$ cat src/hw/rtl/i2d_pkg.sv
// shared types and constants for the int128 to binary64 converter
// no dependencies
package i2d_pkg;

    localparam int unsigned WORD_W = 64;
    localparam int unsigned LEN_W  = 7;
    localparam int unsigned FRAC_W = 52;
    localparam int unsigned EXP_W  = 11;
    localparam logic [EXP_W-1:0] EXP_BIAS = 11'd1023;
    localparam int unsigned FIFO_DEPTH = 2;

    // classified word passed from front to back
    typedef struct packed {
        logic              neg;
        logic              zero;
        logic [WORD_W-1:0] win;
        logic [LEN_W-1:0]  scale;
    } t_cls;

    // index of the highest set bit, zero for a zero word
    function automatic logic [5:0] top_bit(input logic [WORD_W-1:0] v);
        logic [5:0] t;
        t = '0;
        for (int i = 0; i < WORD_W; i++) begin
            if (v[i]) begin
                t = 6'(i);
            end
        end
        return t;
    endfunction

endpackage

$ cat src/hw/rtl/i2d_front.sv
// front stage: sign split, 128-bit negation, window select
// depends on i2d_pkg
module i2d_front import i2d_pkg::*; (
    input  logic          i_clk,
    input  logic          i_rst_n,
    input  logic          i_valid,
    output logic          o_ready,
    input  logic [127:0]  i_data,
    output logic          o_valid,
    input  logic          i_ready,
    output t_cls          o_cls
);
    logic r_neg_v, r_neg;
    logic [127:0] r_mag;
    logic [127:0] n_mag;
    logic         s1_ready;
    logic         r_valid;
    t_cls         r_cls;
    logic [WORD_W-1:0] hi, lo, win;
    logic [5:0]        tb;
    logic [LEN_W-1:0]  len;

    // stage 1: magnitude by full negation
    assign n_mag = i_data[127] ? (~i_data + 128'd1) : i_data;
    assign s1_ready = !r_neg_v || !r_valid || i_ready;
    assign o_ready  = s1_ready;

    always_ff @(posedge i_clk) begin
        if (!i_rst_n) begin
            r_neg_v <= 1'b0;
        end else if (s1_ready) begin
            r_neg_v <= i_valid;
        end
        if (s1_ready && i_valid) begin
            r_mag <= n_mag;
            r_neg <= i_data[127];
        end
    end

    // stage 2: window select
    assign hi  = r_mag[127:64];
    assign lo  = r_mag[63:0];
    assign tb  = top_bit(hi);
    assign len = (hi == '0) ? '0 : LEN_W'(tb) + LEN_W'(1);
    assign win = (hi == '0) ? lo : WORD_W'(r_mag >> len);

    always_ff @(posedge i_clk) begin
        if (!i_rst_n) begin
            r_valid <= 1'b0;
        end else if (!r_valid || i_ready) begin
            r_valid <= r_neg_v;
        end
        if ((!r_valid || i_ready) && r_neg_v) begin
            r_cls.neg   <= r_neg;
            r_cls.zero  <= (r_mag == '0);
            r_cls.win   <= win;
            r_cls.scale <= len;
        end
    end

    assign o_valid = r_valid;
    assign o_cls   = r_cls;
endmodule

$ cat src/hw/rtl/i2d_fifo.sv
// short queue between front and back
// depends on i2d_pkg
module i2d_fifo import i2d_pkg::*; #(
    parameter int unsigned DEPTH = FIFO_DEPTH
) (
    input  logic i_clk,
    input  logic i_rst_n,
    input  logic i_valid,
    output logic o_ready,
    input  t_cls i_cls,
    output logic o_valid,
    input  logic i_ready,
    output t_cls o_cls
);
    localparam int unsigned AW = (DEPTH > 1) ? $clog2(DEPTH) : 1;
    t_cls r_mem [DEPTH];
    logic [AW-1:0] r_wp, r_rp;
    logic [AW:0]   r_cnt;
    logic wr, rd;

    assign o_ready = (r_cnt != (AW+1)'(DEPTH));
    assign o_valid = (r_cnt != '0);
    assign wr = i_valid && o_ready;
    assign rd = o_valid && i_ready;
    assign o_cls = r_mem[r_rp];

    // pointers and fill count
    always_ff @(posedge i_clk) begin
        if (!i_rst_n) begin
            r_wp <= '0;
            r_rp <= '0;
            r_cnt <= '0;
        end else begin
            if (wr) begin
                r_wp <= (r_wp == AW'(DEPTH-1)) ? '0 : r_wp + AW'(1);
            end
            if (rd) begin
                r_rp <= (r_rp == AW'(DEPTH-1)) ? '0 : r_rp + AW'(1);
            end
            r_cnt <= r_cnt + (AW+1)'(wr) - (AW+1)'(rd);
        end
        if (wr) begin
            r_mem[r_wp] <= i_cls;
        end
    end
endmodule

$ cat src/hw/rtl/i2d_back.sv
// back stage: round window to nearest-even and pack binary64
// depends on i2d_pkg
module i2d_back import i2d_pkg::*; (
    input  logic              i_clk,
    input  logic              i_rst_n,
    input  logic              i_valid,
    output logic              o_ready,
    input  t_cls              i_cls,
    output logic              o_valid,
    input  logic              i_ready,
    output logic [WORD_W-1:0] o_data
);
    logic [5:0]  top;
    logic [WORD_W-1:0] norm;
    logic [FRAC_W:0] mant0;
    logic [FRAC_W+1:0] mant1;
    logic guard, sticky, up;
    logic [EXP_W-1:0] expo;
    logic r_valid;
    logic [WORD_W-1:0] r_data;

    // normalize top bit to 63, then round at bit 11
    assign top  = top_bit(i_cls.win);
    assign norm = i_cls.win << (6'd63 - top);
    assign mant0 = norm[63:11];
    assign guard = norm[10];
    assign sticky = |norm[9:0];
    assign up = guard && (sticky || mant0[0]);
    assign mant1 = {1'b0, mant0} + (FRAC_W+2)'(up);
    assign expo = EXP_BIAS + EXP_W'(top) + EXP_W'(i_cls.scale) + EXP_W'(mant1[FRAC_W+1]);

    assign o_ready = !r_valid || i_ready;

    // output register
    always_ff @(posedge i_clk) begin
        if (!i_rst_n) begin
            r_valid <= 1'b0;
        end else if (o_ready) begin
            r_valid <= i_valid;
        end
        if (o_ready && i_valid) begin
            if (i_cls.zero) begin
                r_data <= '0;
            end else begin
                r_data <= {i_cls.neg, expo,
                           mant1[FRAC_W+1] ? mant1[FRAC_W:1] : mant1[FRAC_W-1:0]};
            end
        end
    end

    assign o_valid = r_valid;
    assign o_data  = r_data;
endmodule

$ cat src/hw/rtl/int128_to_double_convert_core.sv
// top level of the signed 128-bit integer to binary64 converter
// depends on i2d_pkg, i2d_front, i2d_fifo, i2d_back
//
// usage:
//   slave channel s_axis_*: one word per operand, tdata[63:0] high word
//   (signed), tdata[127:64] low word (unsigned)
//   master channel m_axis_*: one word per result, tdata[63:0] the binary64
//   bit pattern of the operand's value (round to nearest-even on the window)
//   throughput: one word per cycle while m_axis_tready stays high, fully pipelined
//   path: from the accepting edge to tvalid through four registers
//   (negate, window select, queue, round and pack)
//   reset: synchronous active low, clears all valid flags; no clearing pass
//   receiver stall: the output register holds, the queue absorbs words in
//   flight, and s_axis_tready drops once the queue and front stages are full
//   no data is lost or repeated under any stall pattern
module int128_to_double_convert_core import i2d_pkg::*; #(
    parameter int unsigned DEPTH = FIFO_DEPTH
) (
    input  logic         i_clk,
    input  logic         i_rst_n,
    input  logic         s_axis_tvalid,
    output logic         s_axis_tready,
    input  logic [127:0] s_axis_tdata,  // high_word [63:0], low_word [127:64]
    output logic         m_axis_tvalid,
    input  logic         m_axis_tready,
    output logic [63:0]  m_axis_tdata   // double_bits [63:0]
);
    logic f_valid, f_ready, q_valid, q_ready;
    t_cls f_cls, q_cls;
    logic [127:0] cat;

    // reorder to {high, low}
    assign cat = {s_axis_tdata[63:0], s_axis_tdata[127:64]};

    i2d_front u_front (
        .i_clk(i_clk), .i_rst_n(i_rst_n),
        .i_valid(s_axis_tvalid), .o_ready(s_axis_tready), .i_data(cat),
        .o_valid(f_valid), .i_ready(f_ready), .o_cls(f_cls)
    );

    i2d_fifo #(.DEPTH(DEPTH)) u_fifo (
        .i_clk(i_clk), .i_rst_n(i_rst_n),
        .i_valid(f_valid), .o_ready(f_ready), .i_cls(f_cls),
        .o_valid(q_valid), .i_ready(q_ready), .o_cls(q_cls)
    );

    i2d_back u_back (
        .i_clk(i_clk), .i_rst_n(i_rst_n),
        .i_valid(q_valid), .o_ready(q_ready), .i_cls(q_cls),
        .o_valid(m_axis_tvalid), .i_ready(m_axis_tready), .o_data(m_axis_tdata)
    );
endmodule
$ cat config.mk
export PLATFORM = sky130hd
export DESIGN_NAME = int128_to_double_convert_core
export DESIGN_NICKNAME = d
export VERILOG_FILES = /design/src/hw/rtl/i2d_pkg.sv /design/src/hw/rtl/i2d_front.sv /design/src/hw/rtl/i2d_fifo.sv /design/src/hw/rtl/i2d_back.sv /design/src/hw/rtl/int128_to_double_convert_core.sv
export SDC_FILE = /design/constraint.sdc
export NUM_CORES = 1
export LEC_CHECK = 0
export ABC_AREA = 1
export BUFFER_PORTS_ARGS = -buffer_cell sky130_fd_sc_hd__buf_4
export CORE_ASPECT_RATIO = 1.2
export CORE_MARGIN = 2
export CORE_UTILIZATION = 50
export DETAILED_ROUTE_END_ITERATION = 8
export PLACE_DENSITY = 0.67
export SLEW_MARGIN = 20
export SYNTH_ARGS = -nofsm -noshare
export SYNTH_HDL_FRONTEND = slang
export SYNTH_SLANG_ARGS = --single-unit
$ cat constraint.sdc
create_clock -name i_clk -period 15.9 [get_ports i_clk]
set_clock_uncertainty 0.1 [all_clocks]
set_input_delay 1.59 -clock i_clk [delete_from_list [all_inputs] [get_ports i_clk]]
set_output_delay 1.59 -clock i_clk [all_outputs]
set_load 0.03 [all_outputs]
# Yosys cells after proc, flatten, opt, wreduce, memory -nomap -nowiden

Memory sizes are Yosys's and may differ from the RTL's. A register that Yosys moved wholly into a read port is not among the register bits.
Index checks and enable logic that the tools add are counted.

Memories: 1
Bits of input ports: 132
Bits in writable memories: 146
Register bits: 273

Memory list:

| name         | depth | bits a word | rd ports | clocked after memory_dff | write ports | line           | text |
|---|---|---|---|---|---|---|---|
| u_fifo.r_mem | 2     | 73          | 1        | 1                        | 1           | i2d_fifo.sv:16 | `t_cls r_mem [DEPTH];` |

Equal/unequal tests: 1
Multiplexer cells: 136
Reductions and logical operators: 17
Bitwise gates (word level): 1
Add/subtract/negate cells: 11
Shift-type cells: 2

Operators by type and width:

| operator                                                           | count |
|---|---|
| 6-bit 2-to-1 mux                                                   | 64 |
| 5-bit 2-to-1 mux                                                   | 32 |
| 128-bit by 1-bit adder with 128-bit output (second input constant) | 1 |
| 128-bit logical NOT                                                | 1 |
| 128-bit inverter                                                   | 1 |
| 128-bit by 7-bit >> shifter with 64-bit output                     | 1 |
| 127-bit 2-to-1 mux                                                 | 1 |
| 64-bit logical NOT                                                 | 1 |
| 4-bit 2-to-1 mux                                                   | 16 |
| 64-bit 2-to-1 mux                                                  | 1 |
| 64-bit by 6-bit left shift with 64-bit output                      | 1 |
| 53-bit by 1-bit adder with 54-bit output                           | 1 |
| 52-bit 2-to-1 mux                                                  | 1 |
| 3-bit 2-to-1 mux                                                   | 8 |
| 10-bit by 6-bit adder with 11-bit output (first input constant)    | 1 |
| 11-bit by 1-bit adder with 11-bit output                           | 1 |
| 11-bit by 7-bit adder with 11-bit output                           | 1 |
| 10-bit OR reduction                                                | 1 |
| 1-bit 2-to-1 mux                                                   | 8 |
| 2-bit 2-to-1 mux                                                   | 4 |
| 6-bit by 1-bit adder with 7-bit output (second input constant)     | 1 |
| 7-bit 2-to-1 mux                                                   | 1 |
| 6-bit subtractor (first input constant)                            | 1 |
| 1-bit logical AND                                                  | 5 |
| other kinds (7)                                                    | 14 |

# Depth between registers and ports, before layout

Depth after elaboration: 70
Depth in mapped cells: 91
Mapped depth without buffers: 89

# Hierarchy

Synthesis repeated with hierarchy kept, for this count alone.

Cell total of the unflattened synthesis: 5463
Area, all modules: 37025.5 µm²

By module, submodules not included:

| module    | times used | area each (µm²) | cells each |
|---|---|---|---|
| i2d_front | 1          | 20786.2         | 3288 |
| i2d_back  | 1          | 10383.7         | 1912 |
| i2d_fifo  | 1          | 5855.6          | 263 |

# Least setup slack after synthesis

Ideal clock, no wire load.

Path type: in2reg
Start point: input port s_axis_tvalid
End point: register u_front.r_mag[0] (enable)
Setup slack: 8221 ps
Arrival time: 6959 ps
Cell stages on the path: 2
Library setup time: 620 ps
Required time: 15180 ps
Path through: inv_1 > nor2_1

Word-level cells in the longest chain between the ends: 1

Ends and longest elaborated chain:

| item                   | line                                | text |
|---|---|---|
| start: declaration     | int128_to_double_convert_core.sv:21 | `input logic s_axis_tvalid,` |
| 1-bit logical AND      | i2d_front.sv:34                     | `if (s1_ready && i_valid) begin` |
| end signal: assignment | i2d_front.sv:35                     | `r_mag <= n_mag;` |
| end: declaration       | i2d_front.sv:14                     | `logic [127:0] r_mag;` |

No other way between the ends.
A chain may end at the register's enable or synchronous reset.

==> reports/qor.txt <==
gr usage total: 33.0%
Power Density: 157 nW/um^2
CTS clock-pin slew for the worst setup and hold paths: 60 ps
status: finished clean
Clock Tree Buf Depth: 3
Finished Cell Area: 37200 um^2
grt ovf: 0
H-tree depth: 2
Routed wire per std cell: 20.0 um
CP Capture Type: flip-flop
Req. time, crit path: 16230 ps
final net count: 5190
# IOs: 198
final period utilization: 68.2%
delay-heaviest family, CP: simple AND/OR/NAND/NOR gates
# rows: 104
Yosys reg bits: 420
DRC: 0
Slew @ Worst Pin: 1210 ps
Final min period: 10840 ps
initial antenna violation count: 0
Mapped Cells: 5029
number of global-route vias before repair: 31390
Mean Syn Cell Area: 6.78 um^2
maximum VDD drop: 0.122 mV
# diodes: 0
Slew HR: 19.0%
sequential area share after synthesis: 36.7%
Unique masters post-synth: 61
critical path's most frequent cell: nand2_1
fmax: 92.2 MHz
Area Growth Syn to Fin: 9.15%
Post-synth EDFFs: 412
worst hold slack: 328 ps
Clock Sinks: 420
Critical Path Max Stage Delay: 740 ps
die height: 290 um
Hold Fails Final Rpt: 0
Area after DPL: 36000 um^2
Post-synth ARST share: 0%
DP HPWL: 93800 um
Final Setup Violations: 0
Avg Vias per Cell: 5.63
share of layout cells above drive strength 1: 8.68%
IO Port Bufs: 197
CTS root buf: clkbuf_16
RSZ-0062 raised after global routing: no
worst setup margin: 5060 ps
DIE AREA: 70300 um^2
Worst setup SP type: flip-flop
crit path buf inv count: 4
drt pass-1 iters: 8
Mapped Area: 34100 um^2
max cap viols: 0
Post-Route Utilization: 55.4%
Initial DRC Count: 2925
vias: 33589
TritonCTS Buffers: 41
ys flop type: edfxtp_1
CTS Hold Bufs: 0
Final Wtd Congestion: 1.04
starting density of the core: 50.7%
largest net degree at the start of global routing: 114
DIE WIDTH: 242 um
postcts setup bufs: 0
CP max-delay cell: nand2_4
post-synthesis net count: 5181
fin. max-slew vios: 0
Core Footprint: 67300 um^2
CTS tree: built
drt total wl: 119000 um
first-pass GRT wire length: 181000 um
crit path kind: flip-flop to flip-flop
Crit Path Max Fanout: 90
Clk Latency, worst-skew pair: 570 ps
static leakage: 15.5 nW
Arrival @ worst endpoint: 11170 ps
worst min path class: flip-flop to flip-flop
Ys Warns: 0
CTS resizes: 0
antenna viol nets, final: 0
Setup WS pre-CTS: 5300 ps
setup TNS: 0 ps
-- synth_stat cells, types with 3 or more instances --
master / n / area, um^2
o21bai_1: 3 / 22.5
a21boi_0: 6 / 45.0
xor2_1: 80 / 701
or2_2: 78 / 488
buf_1: 70 / 263
o31ai_1: 8 / 60.1
nor2_1: 344 / 1290
o22ai_1: 10 / 62.6
nand2_2: 5 / 31.3
nand3_1: 585 / 2930
inv_1: 525 / 1970
nand4_1: 48 / 300
o221ai_1: 6 / 52.6
o21ai_2: 7 / 61.3
a31oi_1: 13 / 81.3
buf_4: 4 / 30.0
nand2_4: 5 / 56.3
o21ai_0: 636 / 3180
inv_2: 5 / 18.8
buf_2: 21 / 105
dfxtp_1: 8 / 160
edfxtp_1: 412 / 12400
o21a_1: 4 / 30.0
o211ai_1: 52 / 390
and2_1: 8 / 50.1
nor2_2: 6 / 37.5
o21ai_1: 12 / 60.1
nor2_4: 6 / 67.6
nor3_1: 66 / 330
clkinv_1: 6 / 22.5
mux2i_1: 35 / 350
buf_6: 12 / 135
nor3b_1: 7 / 52.6
clkbuf_1: 164 / 616
ha_1: 19 / 238
a21oi_1: 93 / 465
nand2_1: 1476 / 5540
or2_1: 3 / 18.8
nor4_1: 76 / 475
xnor2_1: 73 / 639
-- kinds of logic (layout without fill, tap and decap cells) --
| logic type | count (synthesis) | count (layout) | synth area share, % |
|---|---|---|---|
| AO/OA/AOI/OAI | 866 | 866 | 13.7 |
| XOR/XNOR | 153 | 153 | 3.93 |
| adder cells (fa/ha/maj) | 20 | 20 | 0.756 |
| buffers and inverters | 807 | 848 | 9.26 |
| flip-flops | 420 | 420 | 36.7 |
| multiplexers | 35 | 35 | 1.03 |
| AND/OR/NAND/NOR | 2728 | 2728 | 34.6 |
-- final timing paths --
kind | from | end | slack, ps | depth (start not counted)
max | flip-flop | u_back.o_data[58] | 5060 | 89
max reg2reg | flip-flop | u_back.o_data[58] | 5060 | 89
min | u_front.r_neg | u_front.o_cls[72] | 330 | 0
min reg2reg | u_front.r_neg | u_front.o_cls[72] | 330 | 0
-- flip-flops by register name, indices dropped and copies added, names as in the netlist, 2 cells and up, named ones only --
| name | count |
|---|---|
| u_front.o_cls | 73 |
| u_fifo.r_mem | 146 |
| u_fifo.r_cnt | 2 |
| u_front.r_mag | 128 |
| u_back.o_data | 64 |
-- cells in the final DEF, fill, tap and decap left out, types with 42 or more instances in the layout --
master     netlist  routed
o21ai_0        636     633
nor4_1          76      75
xnor2_1         73      73
xor2_1          80      80
clkbuf_16        0      42
or2_2           78      78
nand4_1         48      48
nand3_1        585     583
o211ai_1        52      52
inv_1          525     519
nor2_1         344     340
a21oi_1         93      91
nand2_1       1476    1471
buf_4            4     237
nor3_1          66      66
edfxtp_1       412     412
-- stage by stage --
stage	total power, mW	std cells
2_1_floorplan	3.76	5029
3_3_place_gp	4.90	5896
3_5_place_dp	4.89	5896
4_1_cts	5.81	5971
5_1_grt	6.22	5971
6_report	5.85	5971
-- per-layer routing --
metal  vias up  global-route usage [%]  wire length, um  part of all wire [%]
met3       315                    2.96             5150                   4.3
li1      16781                       -                -                     -
met2      1140                    58.3            59000                    49
met4         0                    24.3            10000                   8.4
met1     15353                    37.2            45100                    38
met5         -                       0                0                     0
-- where the power goes --
group	switching [mW]	leakage (nW)	internal [mW]
combinational	2.50	10.9	0.915
clock	0.410	0.612	0.501
sequential	0.0675	3.97	1.46
total	2.98	15.5	2.88
-- final cells by class --
class / count / area, um^2
fill: 6843 / 30000
multi-input combinational: 3802 / 18500
sequential: 420 / 12500
inverter: 536 / 2010
timing repair buffer: 237 / 1780
tap: 901 / 1130
clock buffer: 53 / 1120
clock inverter: 22 / 123
Power figures use the tool's default switching activity.
